File: src/hdl/tfb_pkg.sv
// Shared types and constants for the telemetry frame builder.
// No dependencies; imported by every module in hdl/.
package tfb_pkg;

  localparam int          WORD_W        = 16;
  localparam int          ID_W          = 8;
  localparam int          COUNT_W       = 7;
  localparam int          BYTE_W        = 8;
  localparam int          IN_DATA_W     = 32;
  localparam int          PKT_BYTES     = 8;
  localparam int          PKT_IDX_W     = $clog2(PKT_BYTES);
  localparam int          PKT_LEN_W     = $clog2(PKT_BYTES + 1);
  localparam int          HDR_COUNTED   = 6;
  localparam int          MAX_WORDS_DEF = 127;

  localparam logic [BYTE_W-1:0] SYNC_A = 8'hAA;
  localparam logic [BYTE_W-1:0] SYNC_B = 8'hFF;

  // Bytes caused by one input transaction, lowest index sent first.
  typedef struct packed {
    logic [PKT_BYTES-1:0][BYTE_W-1:0] data;
    logic [PKT_LEN_W-1:0]             len;
    logic                             closes;
  } pkt_t;

endpackage

File: src/hdl/tfb_frame_calc.sv
// Frame state (sums, words left) and the single-pass byte list for one word.
// Depends on tfb_pkg.
module tfb_frame_calc #(
  parameter int MAX_WORDS = tfb_pkg::MAX_WORDS_DEF
) (
  input  logic                         clk,
  input  logic                         rst,
  input  logic                         take,
  input  logic [tfb_pkg::WORD_W-1:0]   word_value,
  input  logic [tfb_pkg::ID_W-1:0]     frame_id,
  input  logic [tfb_pkg::COUNT_W-1:0]  word_count,
  output tfb_pkg::pkt_t                pkt
);
  import tfb_pkg::*;

  logic [BYTE_W-1:0]                    byte_sum;
  logic [BYTE_W-1:0]                    sum_of_sums;
  logic [COUNT_W-1:0]                   words_left;

  logic [COUNT_W-1:0]                   cnt;
  logic                                 starting;
  logic [HDR_COUNTED-1:0][BYTE_W-1:0]   cb;
  logic [BYTE_W-1:0]                    bs;
  logic [BYTE_W-1:0]                    ss;
  logic [COUNT_W-1:0]                   words_left_next;
  logic                                 last;

  always_comb begin
    cnt = (word_count == '0) ? COUNT_W'(1) : word_count;
    if (int'(cnt) > MAX_WORDS) cnt = COUNT_W'(MAX_WORDS);
    starting = (words_left == '0);

    cb = '0;
    if (starting) begin
      cb[0] = SYNC_A;
      cb[1] = SYNC_B;
      cb[2] = frame_id;
      cb[3] = {cnt, 1'b0};
      cb[4] = word_value[7:0];
      cb[5] = word_value[15:8];
    end else begin
      cb[0] = word_value[7:0];
      cb[1] = word_value[15:8];
    end

    bs = starting ? '0 : byte_sum;
    ss = starting ? '0 : sum_of_sums;
    for (int i = 0; i < HDR_COUNTED; i++) begin
      if (starting || i < 2) begin
        bs = bs + cb[i];
        ss = ss + bs;
      end
    end

    words_left_next = starting ? (cnt - COUNT_W'(1)) : (words_left - COUNT_W'(1));
    last            = (words_left_next == '0);

    pkt.data = '0;
    for (int i = 0; i < HDR_COUNTED; i++) begin
      pkt.data[i] = cb[i];
    end
    if (starting) begin
      pkt.data[6] = bs;
      pkt.data[7] = ss;
      pkt.len     = PKT_LEN_W'(last ? 8 : 6);
    end else begin
      pkt.data[2] = bs;
      pkt.data[3] = ss;
      pkt.len     = PKT_LEN_W'(last ? 4 : 2);
    end
    pkt.closes = last;
  end

  always_ff @(posedge clk) begin
    if (rst) begin
      byte_sum    <= '0;
      sum_of_sums <= '0;
      words_left  <= '0;
    end else if (take) begin
      byte_sum    <= last ? '0 : bs;
      sum_of_sums <= last ? '0 : ss;
      words_left  <= words_left_next;
    end
  end

endmodule

File: src/hdl/tfb_serializer.sv
// Holds one byte list and sends it out one byte per cycle while m_tready is high.
// Depends on tfb_pkg.
module tfb_serializer (
  input  logic                       clk,
  input  logic                       rst,
  input  logic                       load,
  input  tfb_pkg::pkt_t              pkt_in,
  output logic                       can_load,
  output logic                       m_tvalid,
  input  logic                       m_tready,
  output logic [tfb_pkg::BYTE_W-1:0] out_byte,
  output logic                       frame_end,
  output logic                       run_end
);
  import tfb_pkg::*;

  logic                 valid;
  pkt_t                 pkt;
  logic [PKT_IDX_W-1:0] idx;
  logic                 at_last;
  logic                 fire;

  assign at_last   = (PKT_LEN_W'(idx) + PKT_LEN_W'(1) == pkt.len);
  assign fire      = valid && m_tready;
  assign can_load  = !valid || (at_last && m_tready);
  assign m_tvalid  = valid;
  assign out_byte  = pkt.data[idx];
  assign run_end   = at_last;
  assign frame_end = at_last && pkt.closes;

  always_ff @(posedge clk) begin
    if (rst) begin
      valid <= 1'b0;
      idx   <= '0;
    end else if (load) begin
      valid <= 1'b1;
      idx   <= '0;
    end else if (fire && at_last) begin
      valid <= 1'b0;
    end else if (fire) begin
      idx <= idx + PKT_IDX_W'(1);
    end
  end

  always_ff @(posedge clk) begin
    if (load) pkt <= pkt_in;
  end

endmodule

File: src/hdl/telemetry_frame_builder.sv
// Telemetry frame builder top level: input handshake, frame state, byte output.
// Depends on tfb_pkg, tfb_frame_calc and tfb_serializer.
//
// Slave stream: one transaction per 16-bit telemetry word. The first word of
// a frame also carries the frame id and word count (0 counts as 1, counts
// above MAX_WORDS saturate). Master stream: one byte per transaction.
// The first word of a frame yields AA, FF, id, 2*count, low, high; other
// words yield low, high; the last word of a frame adds the byte sum and the
// sum of partial sums. tlast marks the final check byte, tuser[0] the last
// byte caused by a word.
// Latency: the first byte of a word appears the cycle after its transaction.
// Throughput: one byte per cycle while m_tready is high, set by the
// single byte-list register; the next word is taken in the cycle its
// predecessor's last byte is taken, so no bubbles appear.
// Reset: output empty, next word opens a new frame.
// Stall: while m_tready is low the current byte holds and s_tready stays low unless the output is empty.
module telemetry_frame_builder #(
  parameter int MAX_WORDS = tfb_pkg::MAX_WORDS_DEF
) (
  input  logic                            clk,
  input  logic                            rst,
  input  logic                            s_tvalid,
  output logic                            s_tready,
  // [15:0] word_value, [23:16] frame_id, [30:24] word_count, [31] zero
  input  logic [tfb_pkg::IN_DATA_W-1:0]   s_tdata,
  output logic                            m_tvalid,
  input  logic                            m_tready,
  // [7:0] out_byte
  output logic [tfb_pkg::BYTE_W-1:0]      m_tdata,
  output logic                            m_tlast,
  // [0] run_end
  output logic [0:0]                      m_tuser
);
  import tfb_pkg::*;

  logic take;
  pkt_t pkt;
  logic can_load;

  assign s_tready = can_load;
  assign take     = s_tvalid && can_load;

  tfb_frame_calc #(
    .MAX_WORDS (MAX_WORDS)
  ) u_calc (
    .clk        (clk),
    .rst        (rst),
    .take       (take),
    .word_value (s_tdata[15:0]),
    .frame_id   (s_tdata[23:16]),
    .word_count (s_tdata[30:24]),
    .pkt        (pkt)
  );

  tfb_serializer u_ser (
    .clk       (clk),
    .rst       (rst),
    .load      (take),
    .pkt_in    (pkt),
    .can_load  (can_load),
    .m_tvalid  (m_tvalid),
    .m_tready  (m_tready),
    .out_byte  (m_tdata),
    .frame_end (m_tlast),
    .run_end   (m_tuser[0])
  );

  a_frame_end_is_run_end: assert property (@(posedge clk) disable iff (rst)
    (m_tvalid && m_tlast) |-> m_tuser[0])
    else $error("frame end not on last byte of a word");

  a_take_only_on_last: assert property (@(posedge clk) disable iff (rst)
    (s_tready && m_tvalid) |-> m_tuser[0])
    else $error("new word taken before current bytes finished");

  a_empty_after_reset: assert property (@(posedge clk)
    $past(rst) |-> !m_tvalid)
    else $error("output valid right after reset");

endmodule
File: config.mk
export PLATFORM = sky130hd
export DESIGN_NAME = telemetry_frame_builder
export DESIGN_NICKNAME = d
export VERILOG_FILES = /design/src/hdl/tfb_pkg.sv /design/src/hdl/tfb_frame_calc.sv /design/src/hdl/tfb_serializer.sv /design/src/hdl/telemetry_frame_builder.sv
export SDC_FILE = /design/constraint.sdc
export NUM_CORES = 1
export LEC_CHECK = 0
export BUFFER_PORTS_ARGS = -buffer_cell sky130_fd_sc_hd__buf_2
export CAP_MARGIN = 20
export CORE_MARGIN = 1
export CORE_UTILIZATION = 40
export DETAILED_ROUTE_END_ITERATION = 16
export SETUP_SLACK_MARGIN = 0.05
export SYNTH_ARGS = -nofsm -noshare
export SYNTH_HDL_FRONTEND = slang
export SYNTH_SLANG_ARGS = --single-unit
File: constraint.sdc
create_clock -name clk -period 7.8 [get_ports clk]
set_clock_uncertainty 0.15 [all_clocks]
set_input_delay 1.56 -clock clk [delete_from_list [all_inputs] [get_ports clk]]
set_output_delay 1.56 -clock clk [all_outputs]
set_load 0.01 [all_outputs]
==> metrics.md, run 1 <==
| Metric | Value |
|---|---|
| Final HPWL DP | 17600 microns |
| Hold_sp | u_calc.byte_sum[5] |
| Initial antenna violation count | 0 |
| Vias in the first global route | 6654 |
| Status | finished with violations |
| RSZ-0062 raised after global routing | true |
| Slew Viols, Final | 0 |
| Register area share after synthesis | 32.47% |
| Final Routed Wirelength | 22280 microns |
| # port buffers | 46 |
| Synth area leader | edfxtp_1 |
| Clock transition at path regs | approximately 0.07 ns |
| Commonest cells after routing, fill and taps aside | 171 x buf_4, 102 x nand2_1, 68 x edfxtp_1, 58 x ha_1, 56 x nor2_1 |
| CP peak stage delay | 0.63 ns |
| CP startpoint kind | input port |
| Pre-Repair DR Iteration Count | 5 |
| Vias | between 6000 and 7000 |
| CTS tree | yes |
| Worst slew margin | 37.21% |
| Final Hold Viols | 0 |
| Ant diodes | 0 |
| Post-Layout Inst Area | 10550 sq um |
| Post-CTS Hold Fix Bufs | 0 |
| Failing checks | setup timing |
| Synth area leaders | edfxtp_1 26%, ha_1 12%, dfxtp_1 6.8%, xnor2_1 6.1%, nand2_1 5.0% |
| Setup slack, reg-to-reg | -0.23 ns |
| CP max stage cell | fa_2 |
| R2R Path Start | u_calc.words_left[6] |
| Die area | 20450 sq um |
| Post-synth EDFFs | roughly 70 |
| Critical Path RT | 7.95 ns |
| Core Rows | 51 |
| First-pass GRT wire length | 34910 microns |
| H-tree depth | 3 |
| GPL Wtd Cong | 0.8629 |
| Synth top area share | between 20% and 30% |
| Critical Path AT | 8.46 ns |
| Sink Count | 95 |
| Clock buffer count from CTS | 9 |
| Peak Freq | 120.3 MHz |
| Total GRT Usage | 22.75% |
| Hold-critical path endpoint | u_calc.byte_sum[5] |
| I/O pin cnt | 48 |
| Top FF cell, synth | edfxtp_1 |
| Area Growth Syn to Fin | 32.62% |
| FF-to-FF path depth | 38 |
| Initial Utilization | between 40% and 50% |
| Syn nets | around 1000 |
| Hold path depth | 2 |
| # setup viols final | 6 |
| Final worst slack | -0.5112 ns |
| Crit. End Element | flip-flop |
| Crit-path max FO | 3 |
| Die width | about 140 microns |
| Synthesized cell area | 7953 sq um |
| Setup TNS | -1.227 ns |
| Initial drt markers | 443 |
| Worst Hold Class | flip-flop to flip-flop |
| Core box area | 19460 sq um |
| Max clock buf depth | 2 |
| Seq cells post-synth | 95 |
| Syn avg cell area | 9.389 sq um |
| Most common cell after layout, fill and taps aside | buf_4 |
| Largest net degree at the start of global routing | 78 |
| Cells after Synth | 847 |
| Max cap viols | 0 |
| Clk Latency, worst-skew pair | approximately 0.35 ns |
| Area after DPL | 9754 sq um |
| Avg WL per Cell | 16.97 microns |
| DR DRC count | 0 |
| Distinct cells, synth | 57 |
| Layout cells sized above 1 | 32.82% |
| Synth warnings | 0 |
| Period utilisation layout | 106.6% |
| Async set or reset register ratio after synthesis | 0% |
| Hold_ws | 0.2843 ns |
| Root Buffer | clkbuf_16 |
| Reg-to-reg endpoint | u_calc.sum_of_sums[7] |
| Routed Antenna Nets | 0 |
| CP most frequent cell | xor2_1 |
| Via density | 5.188 |
| Shortest period the worst path allows | 8.311 ns |
| CP Class | input port to flip-flop |
| DIE HEIGHT | 143 microns |
| Worst Max-Slew Pin Slew | about 0.94 ns |
| Grt total ovfl | 0 |
| Fin nets | ~1200 |
## worst max path at each step
stage / startpoint / slack [ns] / end / depth (start not counted)
after floorplan: s_tdata[0] / -0.22 / u_calc.sum_of_sums[7] / 34
after global placement: s_tdata[1] / -0.94 / u_calc.sum_of_sums[7] / 40
after detailed placement: s_tdata[1] / -1.05 / u_calc.sum_of_sums[7] / 40
after CTS: s_tdata[0] / -0.47 / u_calc.sum_of_sums[7] / 35
after global routing: s_tdata[0] / -0.84 / u_calc.sum_of_sums[7] / 35
final: s_tdata[0] / -0.51 / u_calc.sum_of_sums[7] / 37
## routing by layer
layer / track usage, % / share of wire, %
met5: 0 / 0
met4: 7.357 / 2.1
met3: 2.113 / 2.9
met2: 37.15 / 47
met1: 31.56 / 48
## layout make-up
cell class	instances	area [sq um]
clock buffer	10	239.0
clock inverter	6	57.56
fill	1733	8916
inverter	55	206.4
multi-input combinational	663	5587
sequential	95	2582
tap	265	331.6
timing repair buffer	219	1543
## Yosys cell counts, types with 7 or more instances
master    instances
o21bai_1          7
o21ai_0          39
mux2_2            8
inv_1            55
nand2b_1         22
fa_1             17
xor2_1           21
a21oi_1          49
nor2b_1           9
dfxtp_1          27
nor2_1           59
ha_1             78
a21o_1           22
mux4_2           16
clkbuf_1         27
nand2_1         106
nor3_1           18
edfxtp_1         68
xnor2_1          55
and3_1           26
or3_1             9
a22o_1           11
nand3_1          10
and2_1           21
## stage by stage
| step | utilization (%) | instances | setup WS, ns |
|---|---|---|---|
| floorplan | - | 847 | -0.2244 |
| detailed placement | 50.12 | 1284 | -1.045 |
| global placement | 50.12 | 1284 | -0.9425 |
| CTS | 53.40 | 1311 | -0.4721 |
| global route | 54.19 | 1313 | -0.8436 |
| finish | 54.19 | 1313 | -0.5112 |
## worst max-delay path: cells and delay by family
family          cells  cell delay (ns)
fa+ha+maj           9             2.94
compound gates     11             1.59
xor+xnor            8             1.50
buf+inv             6             0.61
simple gates        3             0.27
## sequential cells by signal, indices dropped and copies added, names as in the netlist
| signal | cells |
|---|---|
| u_calc.byte_sum | 8 |
| u_calc.sum_of_sums | 8 |
| u_calc.words_left | 7 |
| u_ser.idx | 3 |
| u_ser.m_tvalid | 1 |
| u_ser.pkt | 68 |
## kinds of logic after synthesis
kind of cell,Yosys count,share of synthesized area [%]
AOI/OAI and AO/OA,170,13.91
xor gates and xnor gates,78,8.936
adders and majority gates,95,16.55
buffers and inverters,89,4.437
DFF,95,32.47
muxes,26,5.916
and+or+nand+nor,294,17.78
## timing repair
item                       CTS  global route
buffers inserted            12             3
gates resized for setup     39            24
pin swaps                   33            21
setup endpoints to repair   10            10
Power of run 1 is left out: the tool's default activity adds up to more than one toggle a clock period on the data nets, which glitch-free logic cannot reach.
==> run 2, diff against run 1 <==
Settings changed: REMOVE_ABC_BUFFERS from default to 1.
==> run 2 against run 1 <==
  * The flow still finishes with violations (setup timing)
  * Utilization increased by 1.4 points
  * Non-clock buffer count up 25
  * Cell count grew 1.9%
  * Hold slack better by 0.0044 ns
  * Wire length rose by 4.0%
  * Cell area increased by 2.6%
  * Register-to-register slack got worse by 0.10 ns
  * First-iteration DRC count is 20% lower
  * Critical endpoint unchanged
  * Largest cell class unchanged
==> metrics.md, run 2 (synthesis results as in run 1) <==
| Metric | Value |
|---|---|
| Hold_ws | 0.2887 ns (was 0.2843 ns) |
| Final Hold Viols | 0 (unchanged) |
| Fin nets | 1199 (was 1174) |
| Area Growth Syn to Fin | 36.12% (was 32.62%) |
| H-tree depth | 3 (unchanged) |
| Top flop regs | u_ser.pkt: 68 flops, u_calc.byte_sum: 8 flops, u_calc.sum_of_sums: 8 flops (unchanged) |
| Period utilisation layout | 107.5% (was 106.6%) |
| Avg WL per Cell | 17.32 microns (was 16.97 microns) |
| Clock buffer count from CTS | 9 (unchanged) |
| Hold_sp | u_calc.sum_of_sums[5] (was u_calc.byte_sum[5]) |
| RSZ-0062 raised after global routing | true (unchanged) |
| # setup viols final | 6 (unchanged) |
| CP peak stage delay | 0.58 ns (was 0.63 ns) |
| Core box area | 19460 sq um (unchanged) |
| Peak Freq | 119.2 MHz (was 120.3 MHz) |
| Multi-input combinational cell area | 5650 sq um (was 5587 sq um) |
| FF-to-FF path depth | 35 (was 38) |
| Core Rows | 51 (unchanged) |
| # port buffers | 46 (unchanged) |
| DR DRC count | 0 (unchanged) |
| Commonest cells after routing, fill and taps aside | 193 x buf_4, 101 x nand2_1, 68 x edfxtp_1, 57 x ha_1, 53 x nor2_1 (was 171 x buf_4, 102 x nand2_1, 68 x edfxtp_1, 58 x ha_1, 56 x nor2_1) |
| R2R Path Start | u_calc.words_left[6] (unchanged) |
| Reg area | 2582 sq um (unchanged) |
| Routed Antenna Nets | 0 (unchanged) |
| I/O pin cnt | 48 (unchanged) |
| Critical Path AT | 8.53 ns (was 8.46 ns) |
| CP Class | input port to flip-flop (unchanged) |
| Pre-Repair DR Iteration Count | 4 (was 5) |
| Vias in the first global route | 6968 (was 6654) |
| Sink Count | 95 (unchanged) |
| Critical Path Start | s_tdata[0] (unchanged) |
| Worst slew margin | 22.44% (was 37.21%) |
| Ant diodes | 0 (unchanged) |
| CTS tree | yes (unchanged) |
| Status | finished with violations (unchanged) |
| DIE HEIGHT | 143 microns (unchanged) |
| Max cap viols | 0 (unchanged) |
| GPL Wtd Cong | 0.8417 (was 0.8629) |
| Root Buffer | clkbuf_16 (unchanged) |
| Die area | 20450 sq um (unchanged) |
| Initial Utilization | 40.86% (unchanged) |
| Final Routed Wirelength | 23180 microns (was 22280 microns) |
| Hold path depth | 2 (unchanged) |
| Final worst slack | -0.5859 ns (was -0.5112 ns) |
| Filler instances | 1711 (was 1733) |
| Initial drt markers | 354 (was 443) |
| CP most frequent cell | o21ai_1 (was xor2_1) |
| Max clock buf depth | 2 (unchanged) |
| Critical Path RT | 7.95 ns (about the same) |
| Largest net degree at the start of global routing | 78 (unchanged) |
| First-pass GRT wire length | 36150 microns (was 34910 microns) |
| Most common cell after layout, fill and taps aside | buf_4 (unchanged) |
| Die width | 143 microns (unchanged) |
| Layout cells sized above 1 | 35.97% (was 32.82%) |
| Clock transition at path regs | 0.07 ns (about the same) |
| Reg-to-reg endpoint | u_calc.sum_of_sums[7] (unchanged) |
| Vias | 7008 (was 6812) |
| Worst setup endpoint | u_calc.sum_of_sums[7] (unchanged) |
| Grt total ovfl | 0 (unchanged) |
| Failing checks | setup timing (unchanged) |
| Slew Viols, Final | 0 (unchanged) |
| Total GRT Usage | 23.58% (was 22.75%) |
| Crit. End Element | flip-flop (unchanged) |
| Setup slack, reg-to-reg | -0.33 ns (was -0.23 ns) |
| Clk Latency, worst-skew pair | 0.36 ns (was 0.35 ns) |
| Initial antenna violation count | 0 (unchanged) |
| Via density | 5.238 (was 5.188) |
| Crit-path max FO | 3 (unchanged) |
| Final HPWL DP | 16820 microns (was 17600 microns) |
| CP max stage cell | fa_1 (was fa_2) |
| CP startpoint kind | input port (unchanged) |
| Max FFs per register | 68 (unchanged) |
| Shortest period the worst path allows | 8.386 ns (was 8.311 ns) |
| Worst Max-Slew Pin Slew | 1.162 ns (was 0.9418 ns) |
| Reg with most FFs | u_ser.pkt (unchanged) |
| Post-CTS Hold Fix Bufs | 0 (unchanged) |
| Worst Hold Class | flip-flop to flip-flop (unchanged) |
run 2: layout make-up:
cell class	instances	area share [%]
flip-flops and latches	95	23.86
clock inverters	3	0.2196
clock buffers	13	2.589
multi-input cells	663	52.20
well taps	265	3.063
repair buffers	244	16.17
inverters	55	1.907
run 2: how the worst min path moves through the flow:
stage                            end  slack (ns)
2_1_floorplan     u_calc.byte_sum[5]        0.26
3_5_place_dp   u_calc.sum_of_sums[5]        0.27
6_report       u_calc.sum_of_sums[5]        0.29
4_1_cts        u_calc.sum_of_sums[3]        0.29
5_1_grt        u_calc.sum_of_sums[5]        0.32
3_3_place_gp   u_calc.sum_of_sums[5]        0.27
run 2: critical path: cells and delay by family:
family                   cells  cell delay [ns]
adder cells (fa/ha/maj)     10             3.78
buffers and inverters        5             0.45
XOR/XNOR                     6             1.09
AO/OA/AOI/OAI               10             1.30
AND/OR/NAND/NOR              3             0.34
run 2: layer usage:
layer	share of wire, %	track usage, %
met1	45	31.31
met4	3.1	8.942
met3	4.8	3.521
met2	47	38.61
met5	0	0
run 2: through the flow:
| stage | cells | TNS, ns | cell area [sq um] | util (%) | worst slack (ns) |
|---|---|---|---|---|---|
| final | 1338 | -1.570 | 10830 | 55.62 | -0.5859 |
| after detailed placement | 1297 | -9.983 | 9706 | 49.87 | -1.357 |
| after global placement | 1297 | -9.202 | 9706 | 49.87 | -1.398 |
| after floorplan | 813 | -29.39 | 7806 | - | -2.329 |
| after global routing | 1338 | -4.440 | 10830 | 55.62 | -0.9313 |
| after CTS | 1332 | -2.211 | 10510 | 54.01 | -0.6580 |
run 2: what timing repair did:
item | 4_1_cts | 5_1_grt
pin swaps | 57 | 64
gates resized for setup | 71 | 46
endpoints found under the setup margin | 10 | 12
setup buffers | 20 | 8
Power of run 2 is left out for the same reason.
